`config.mk`:
```
export PLATFORM = sky130hd
export DESIGN_NAME = spi_midq
export DESIGN_NICKNAME = d
export VERILOG_FILES = /design/src/rtl/spi_pkg.sv /design/src/rtl/spi_midq.sv
export VERILOG_INCLUDE_DIRS = /design/src /design/src/rtl
export SDC_FILE = /design/constraint.sdc
export NUM_CORES = 1
export LEC_CHECK = 0
export BUFFER_PORTS_ARGS = -buffer_cell sky130_fd_sc_hd__buf_2
export CAP_MARGIN = 10
export CORE_ASPECT_RATIO = 2
export CORE_MARGIN = 2
export CORE_UTILIZATION = 43
export CTS_CLUSTER_SIZE = 16
export DETAILED_ROUTE_END_ITERATION = 6
export SYNTH_ARGS = -nofsm -noshare
export SYNTH_HDL_FRONTEND = slang
export SYNTH_SLANG_ARGS = --single-unit
```
`constraint.sdc`:
```
create_clock -name i_clk -period 10.6 [get_ports i_clk]
set_clock_uncertainty 0.15 [all_clocks]
set_input_delay 1.06 -clock i_clk [delete_from_list [all_inputs] [get_ports i_clk]]
set_output_delay 1.06 -clock i_clk [all_outputs]
set_load 0.02 [all_outputs]
```
`src/rtl/segment_plane_intersect_top_assert.svh`:
```
// Assertion macros shared by the segment/plane intersection RTL.
`ifndef SEGMENT_PLANE_INTERSECT_TOP_ASSERT_SVH
`define SEGMENT_PLANE_INTERSECT_TOP_ASSERT_SVH

// Condition must never be true out of reset.
`define SPI_ASSERT_NEVER(lbl, clk, rstn, expr) \
    lbl: assert property (@(posedge clk) disable iff (!rstn) !(expr)) \
        else $error("spi assertion failed: never");

// Antecedent implies consequent in the same cycle.
`define SPI_ASSERT_IMPL(lbl, clk, rstn, ante, cons) \
    lbl: assert property (@(posedge clk) disable iff (!rstn) (ante) |-> (cons)) \
        else $error("spi assertion failed: implication");

`endif

```
`src/rtl/spi_pkg.sv`:
```
// ============================================================================
// spi_pkg
// Types and constants for the segment/plane intersection block.
// ============================================================================
`timescale 1ns / 1ps
`default_nettype none

package spi_pkg;

    localparam int FRAC_BITS  = 16;
    localparam int DATA_W     = 32;
    localparam int PROD_W     = 2 * DATA_W;
    localparam int DIST_W     = PROD_W + 2;
    localparam int DEN_W      = PROD_W + 1;
    localparam int REM_W      = DATA_W + PROD_W + 1;
    localparam int DIV_STAGES = DATA_W;
    localparam int CFG_IDX_W  = 2;

    typedef enum logic [CFG_IDX_W-1:0] {
        CFG_NORMAL_X     = 2'd0,
        CFG_NORMAL_Y     = 2'd1,
        CFG_NORMAL_Z     = 2'd2,
        CFG_PLANE_OFFSET = 2'd3
    } t_cfg_idx;

    typedef struct packed {
        logic signed [DATA_W-1:0] normal_x;
        logic signed [DATA_W-1:0] normal_y;
        logic signed [DATA_W-1:0] normal_z;
        logic signed [DATA_W-1:0] plane_offset;
    } t_plane;

    typedef struct packed {
        logic signed [DATA_W-1:0] start_x;
        logic signed [DATA_W-1:0] start_y;
        logic signed [DATA_W-1:0] start_z;
        logic signed [DATA_W-1:0] end_x;
        logic signed [DATA_W-1:0] end_y;
        logic signed [DATA_W-1:0] end_z;
    } t_seg;

    typedef struct packed {
        logic                     hit;
        logic signed [DATA_W-1:0] point_x;
        logic signed [DATA_W-1:0] point_y;
        logic signed [DATA_W-1:0] point_z;
    } t_result;

    // classified request handed from front to back
    typedef struct packed {
        logic                   hit;
        logic [2:0]             neg;
        logic [2:0][DATA_W-1:0] start;
        logic [2:0][DATA_W-1:0] ad;
        logic [PROD_W-1:0]      m0;
        logic [DEN_W-1:0]       den;
    } t_job;

    // one slot of the divider pipeline
    typedef struct packed {
        logic                   hit;
        logic [2:0]             neg;
        logic [2:0][DATA_W-1:0] start;
        logic [DEN_W-1:0]       den;
        logic [2:0][REM_W-1:0]  rem;
        logic [2:0][DATA_W-1:0] q;
    } t_div;

    typedef struct packed {
        logic push;
        logic full;
    } t_qwr;

endpackage

`default_nettype wire

```
`src/rtl/spi_midq.sv`:
```
// ============================================================================
// spi_midq
// Four-entry queue decoupling the classifier from the divider.
// ============================================================================
`timescale 1ns / 1ps
`default_nettype none

`include "segment_plane_intersect_top_assert.svh"

module spi_midq (
    input  wire logic          i_clk,
    input  wire logic          i_rst_n,
    input  wire spi_pkg::t_qwr i_qwr,
    input  wire spi_pkg::t_job i_job,
    output logic               o_full,
    input  wire logic          i_pop,
    output logic               o_empty,
    output spi_pkg::t_job      o_job
);
    import spi_pkg::*;

    t_job       r_mem [4];
    logic [1:0] r_wp, r_rp;
    logic [2:0] r_cnt;
    logic       do_push, do_pop;

    assign o_full  = (r_cnt == 3'd4);
    assign o_empty = (r_cnt == 3'd0);
    assign do_push = i_qwr.push && !o_full;
    assign do_pop  = i_pop && !o_empty;
    assign o_job   = r_mem[r_rp];

    always_ff @(posedge i_clk) begin
        if (!i_rst_n) begin
            r_wp  <= '0;
            r_rp  <= '0;
            r_cnt <= '0;
        end else begin
            if (do_push) r_wp <= r_wp + 2'd1;
            if (do_pop)  r_rp <= r_rp + 2'd1;
            r_cnt <= r_cnt + 3'(do_push) - 3'(do_pop);
        end
    end

    always_ff @(posedge i_clk) begin
        if (do_push) r_mem[r_wp] <= i_job;
    end

    `SPI_ASSERT_NEVER(a_midq_push_full, i_clk, i_rst_n, i_qwr.push && o_full)
    `SPI_ASSERT_NEVER(a_midq_cnt_range, i_clk, i_rst_n, r_cnt > 3'd4)
    `SPI_ASSERT_IMPL(a_midq_ptr_sync, i_clk, i_rst_n, o_empty || o_full, r_wp == r_rp)

endmodule

`default_nettype wire

```
==> impl_metrics.csv, run 1 <==
group,metric,value,unit
critical_path,critPathLaunchType,"register",
grt,grt_overflow,0,
die,die_x,239,um
worst_hold_path,hp-class,"register to register",
pwr,power,0.0136,W
critical_path,worst_setup_path_end_kind,"output port",
critical_path,cp.required,9390,ps
layout,drive_gt1_share,45.7,%
placed_design,portBuffers,655,
grt,track_usage,17.0,%
sta,rsz0062_at_grt,"false",
cts,clk_path_buf_depth,3,
layout,utilization,50.9,%
sta,finalHoldViolCount,0,
die,placeableCoreArea,0.110,mm^2
critical_path,critical_path.max_fanout,109,
sta,worst_pin_slew,1350,ps
logic_synthesis,yosysTopAreaCellShare,82.4,%
grt,antenna_found_initial,53,
logic_synthesis,synth_flop_cell,"edfxtp_1",
critical_path,cp_top_family,"buffers and inverters",
route,drtAntennaViolNets,0,
critical_path,path_cells,"buf_12 -> buf_4 -> mux4_2 -> buf_2",
die,initial_core_util,43.2,%
route,drt_first_pass_iters,5,
critical_path,crit_buf_inv,3,
route,num_vias,21034,
layout,multi_input_area,0.00759,mm^2
route,avgRoutedWirePerCell,24.5,um
cts,hold_buffers,0,
route,viasPerCell,5.32,
grt,grt_pass1_wl,143000,um
cts,cts_buffers,112,
logic_synthesis,syn_inst,1748,
critical_path,path_class,"register to output port",
logic_synthesis,synth_area_leaders,"edfxtp_1 (82%), mux4_2 (15%), buf_6 (0.69%)",
sta,period_needed,5260,ps
grt,grt_pass1_vias,22624,
sta,finalCritPeriodShare,49.6,%
cts,clk_pin_slew,60,ps
layout,fillers,8595,
logic_synthesis,syn_avg_cell_area,27.1,um^2
cts,postCtsSetupRepairBufs,0,
critical_path,critPathMaxStageDelay,920,ps
grt,grt_max_degree,146,
sta,slew_viol_final,0,
cts,cts_sinks,1309,
cts,cts_root_buffer,"clkbuf_16",
logic_synthesis,async_flop_share,0,%
logic_synthesis,synth-edff-count,1300,
logic_synthesis,ys_ff_latch,1309,
logic_synthesis,synth_top_cell_by_area,"edfxtp_1",
sta,hold_ws,338,ps
logic_synthesis,yosysWarnings,0,
critical_path,critPathSlowestCell,"buf_4",
job,drv_cap,0,
pwr,vdd_drop_max,0.203,mV
placed_design,place_congestion,0.729,
logic_synthesis,synth_most_common_cell,"edfxtp_1",
placed_design,place_hpwl,58100,um
outcome,outcome,"completed",
die,die_y,473,um
layout,nets,2794,
logic_synthesis,synth_area,0.0474,mm^2
sta,finalSetupViolations,0,
critical_path,crit_arrival,4050,ps
logic_synthesis,synthTopCellsByCount,"edfxtp_1 (1,300), mux4_2 (325), buf_2 (34)",
logic_synthesis,seq_area_frac_synth,82.8,%
route,drt_iter0_markers,983,
sta,relSlewSlack,9.70,%
logic_synthesis,synth_cell_types,20,
pwr,p_leak,18.3,nW
logic_synthesis,synth_fp_nets,2085,
die,dieArea,0.113,mm^2
cts,insertion_delay,690,ps
cts,cts_resized,0,
sta,fin_tns_setup,0,ps
cts,cts_tree,"yes",
die,ios,657,
route,routed_wl,96600,um
layout,syn2layout_area_growth,17.8,%
sta,clock.fmax,190,MHz
layout,seq_area,0.0392,mm^2
cts,cts_max_level,3,
pwr,power.density,243,mW/mm^2
route,drc,0,
die,rows,172,
## where the power goes
group | switching, W | internal, W
Clock | 0.00177 | 0.00227
Combinational | 0.00190 | 0.00122
Sequential | 0.000132 | 0.00628
Total | 0.00380 | 0.00977
## registers in the layout, summed over array words and instances (netlist names), named ones only
name,flops
r_cnt,3
r_mem,1300
r_rp,2
r_wp,2
## cell families after synthesis
| family | synth area share, % |
|---|---|
| flops | 82.8 |
| mux | 15.5 |
| buf+inv | 1.18 |
| simple gates | 0.230 |
| fa+ha+maj | 0.201 |
| compound gates | 0.0475 |
| xor+xnor | 0.0370 |
## worst paths after layout
path,from,to,slack (ps),cells past startpoint
min reg2reg,r_rp[0],register,340,2
max reg2reg,r_cnt[2],r_mem[2][122],7280,4
min,r_rp[0],register,340,2
max,register,o_job[147],5340,4
## tightest hold or removal path, cell delays in order (launching register included)
cell	delay [ps]
dfxtp_1	320
nand2_1	70
o21ai_0	70
## routing by layer
layer	GRT usage (%)	part of all wire [%]	vias to the layer above
li1	-	-	9037
met3	8.44	12	207
met2	26.7	48	753
met5	0	0.51	-
met4	5.63	2.4	80
met1	20.4	37	10957
## layout by cell type, fill, tap and decap left out, types with 7 or more instances in the layout
cell type / count
buf_2: 655
clkbuf_1: 16
edfxtp_1: 1300
mux4_2: 325
clkinvlp_4: 10
dfxtp_1: 7
diode_2: 16
clkbuf_16: 115
bufinv_16: 12
clkinv_2: 20
buf_12: 12
clkinv_1: 23
## cell type report
cell class / instances / share of cell area, %
repair buffers: 669 / 6.34
clock buffers: 131 / 5.27
inverters: 6 / 0.0404
clock inverters: 69 / 1.21
well taps: 1392 / 3.12
diodes: 16 / 0.0718
flip-flops and latches: 1309 / 70.3
multi-input cells: 359 / 13.6
## metrics by stage
step / cell area, um^2 / cells / setup WS, ps
after CTS: 55700 / 3935 / 5120
after floorplan: 47400 / 1748 / 920
after global placement: 52100 / 3735 / 5940
after detailed placement: 52100 / 3735 / 5920
final: 55800 / 3951 / 5340
after global routing: 55700 / 3941 / 4920
(Power assumes the default switching activity.)
==> run 2, diff against run 1 <==
ABC_AREA = 1   (was not set)
clock period = 4.9 ns   (was 10.6 ns; I/O delays follow)
==> run 2 against run 1 <==
Compared with the run above:
- area after synthesis rose by 2.2%
- via count rose by 44%
- wire length rose by 24%
- core utilization rose by 2.9 points
- global-route usage rose by 3.3 points
- largest power group unchanged
- highest routed layer unchanged
==> impl_metrics.csv, run 2 <==
group,metric,value,unit
pwr,power.density,507,mW/mm^2
critical_path,critPathSlowestCell,"dfxtp_4",
critical_path,critPathMaxStageDelay,750,ps
route,top_layer,"met5",
placed_design,place_congestion,0.786,
critical_path,worst_setup_path_end_kind,"output port",
sta,clock.fmax,261,MHz
layout,utilization,53.8,%
layout,syn2layout_area_growth,24.5,%
layout,seq_area,0.0392,mm^2
worst_hold_path,hold_depth,2,
job,drv_cap,0,
critical_path,reg2reg_depth,5,
pwr,power,0.0306,W
layout,final_common_cell,"edfxtp_1",
critical_path,critPathLaunchType,"register",
route,routed_wl,120000,um
logic_synthesis,seq_area_frac_synth,81.0,%
route,num_vias,30212,
sta,relSlewSlack,21.0,%
worst_hold_path,hp-class,"register to register",
placed_design,place_hpwl,71400,um
logic_synthesis,ys_ff_latch,1309,
pwr,p_leak,20.9,nW
placed_design,place_inst,5216,
logic_synthesis,synth_top_cell_by_area,"edfxtp_1",
layout,nets,4498,
grt,antenna_found_initial,20,
cts,cts_buffers,110,
layout,fillers,9093,
grt,track_usage,20.2,%
critical_path,critical_path.max_fanout,222,
layout,largestRegisters,"r_mem: 1300 flops, r_cnt: 3 flops",
logic_synthesis,synth_fp_nets,3547,
logic_synthesis,yosysTopAreaCellShare,80.6,%
grt,grt_pass1_vias,30258,
sta,finalSetupViolations,0,
cts,insertion_delay,720,ps
sta,worst_pin_slew,1180,ps
logic_synthesis,syn_avg_cell_area,15.1,um^2
grt,grt_overflow,0,
logic_synthesis,synth-edff-count,1300,
logic_synthesis,synth_cell_types,18,
critical_path,cp.required,4260,ps
placed_design,portBuffers,655,
critical_path,path_class,"register to output port",
route,drt_first_pass_iters,5,
route,drc,0,
logic_synthesis,synth_area,0.0484,mm^2
cts,cts_tree,"yes",
sta,period_needed,3840,ps
route,wl_met2,59100,um
logic_synthesis,synth_most_common_cell,"edfxtp_1",
pwr,p_switching,0.00994,W
grt,grt_pass1_wl,178000,um
cts,cts_max_level,3,
pwr,vdd_drop_max,0.408,mV
layout,drive_gt1_share,21.1,%
logic_synthesis,syn_inst,3210,
die,rows,174,
pwr,p_sw_share,32.5,%
pwr,pwr-share-comb,26.3,%
die,die_x,241,um
logic_synthesis,synthTopCellsByCount,"edfxtp_1 (1,300), nor2_1 (662), o21ai_0 (411)",
logic_synthesis,synth_area_leaders,"edfxtp_1 (81%), nor2_1 (5.1%), o21ai_0 (4.2%)",
cts,postCtsSetupRepairBufs,0,
worst_hold_path,hold_start,"r_rp[0]",
logic_synthesis,yosysWarnings,0,
layout,fin_cells,5760,
sta,finalCritPeriodShare,78.3,%
sta,rsz0062_at_grt,"false",
sta,slew_viol_final,0,
pwr,power_frac_seq,45.5,%
critical_path,rr_startpoint,"r_cnt[1]",
die,initial_core_util,43.2,%
outcome,outcome,"completed",
logic_synthesis,async_flop_share,0,%
die,die_y,478,um
route,drtAntennaViolNets,0,
logic_synthesis,synth_flop_cell,"edfxtp_1",
worst_hold_path,min_to,"r_rp[0]",
sta,finalHoldViolCount,0,
pwr,internal_power,0.0206,W
route,drt_iter0_markers,1959,
layout,largest_reg_flops,1300,
layout,layout_common_cells,"edfxtp_1 (1,300), nor2_1 (657), buf_2 (655)",
cts,cts_root_buffer,"clkbuf_16",
layout,multi_input_area,0.00801,mm^2
critical_path,path_cells,"buf_12 -> o21ai_0 -> o22ai_1 -> buf_2",
critical_path,r2r_slack,2350,ps
die,dieArea,0.115,mm^2
cts,clk_pin_slew,60,ps
critical_path,crit_arrival,3200,ps
die,ios,657,
route,viasPerCell,5.25,
layout,top_register,"r_mem",
pwr,power.share.clock,28.2,%
route,wl_met1,46600,um
grt,grt_max_degree,223,
route,avgRoutedWirePerCell,20.7,um
route,met3WireLength,10800,um
die,placeableCoreArea,0.112,mm^2
critical_path,rr_endpoint,"r_mem[3][207]",
cts,cts_sinks,1309,
cts,cts_resized,0,
cts,clk_path_buf_depth,3,
==> run 2: power groups by stage <==
stage / Combinational, W / Sequential (W) / Clock [W]
5_1_grt: 0.00877 / 0.0140 / 0.00918
3_3_place_gp: 0.00779 / 0.0141 / 0
4_1_cts: 0.00813 / 0.0139 / 0.00879
6_report: 0.00805 / 0.0139 / 0.00862
2_1_floorplan: 0.00485 / 0.0142 / 0
3_5_place_dp: 0.00788 / 0.0141 / 0
==> run 2: final cells by class <==
| cell class | instances | share of cell area [%] |
|---|---|---|
| antenna | 10 | 0.0415 |
| multi-input combinational | 1667 | 13.3 |
| tap | 1496 | 3.11 |
| timing repair buffer | 1054 | 12.5 |
| clock inverter | 72 | 1.15 |
| sequential | 1309 | 65.1 |
| inverter | 19 | 0.143 |
| clock buffer | 133 | 4.74 |
==> run 2: what timing repair did <==
item	4_1_cts	5_1_grt
hold endpoints to repair	1309	0
hold buffers	329	0
setup endpoints to repair	0	0
==> run 2: worst max path at each step <==
stage | from | to | slack, ps | cells past startpoint
global placement | register | o_job[297] | 1930 | 5
finish | register | o_job[195] | 1060 | 4
floorplan | r_cnt[1] | r_mem[0][0] | -1100 | 4
global route | register | o_job[195] | 830 | 4
CTS | register | o_job[37] | 1030 | 5
detailed placement | register | o_job[37] | 1850 | 5
==> run 2: metal layers <==
layer,track usage [%],vias to the layer above
li1,-,14098
met3,6.44,167
met2,34.5,965
met4,6.19,22
met1,24.3,14960
met5,0,-
==> run 2: critical path: cells and delay by family (launching register included) <==
family          cells  cell delay, ps
buf+inv             2             850
flops               1             750
compound gates      2             440
==> run 2: cell families (layout without fill, tap and decap cells) <==
family,count (synthesis),in the layout,share of synthesized area [%]
buffers and inverters,234,1278,2.53
other,0,10,0
and+or+nand+nor,680,680,5.28
DFF,1309,1309,81.0
AOI/OAI and AO/OA,980,980,11.0
adders and majority gates,7,7,0.196
==> run 2: metrics by stage <==
step	hold WS, ps	setup WS, ps	setup TNS [ps]	area, um^2
after floorplan	298	-1100	-1415400	48400
after detailed placement	325	1850	0	53400
after CTS	293	1030	0	60300
final	357	1060	0	60300
after global placement	316	1930	0	53400
after global routing	332	831	0	60300
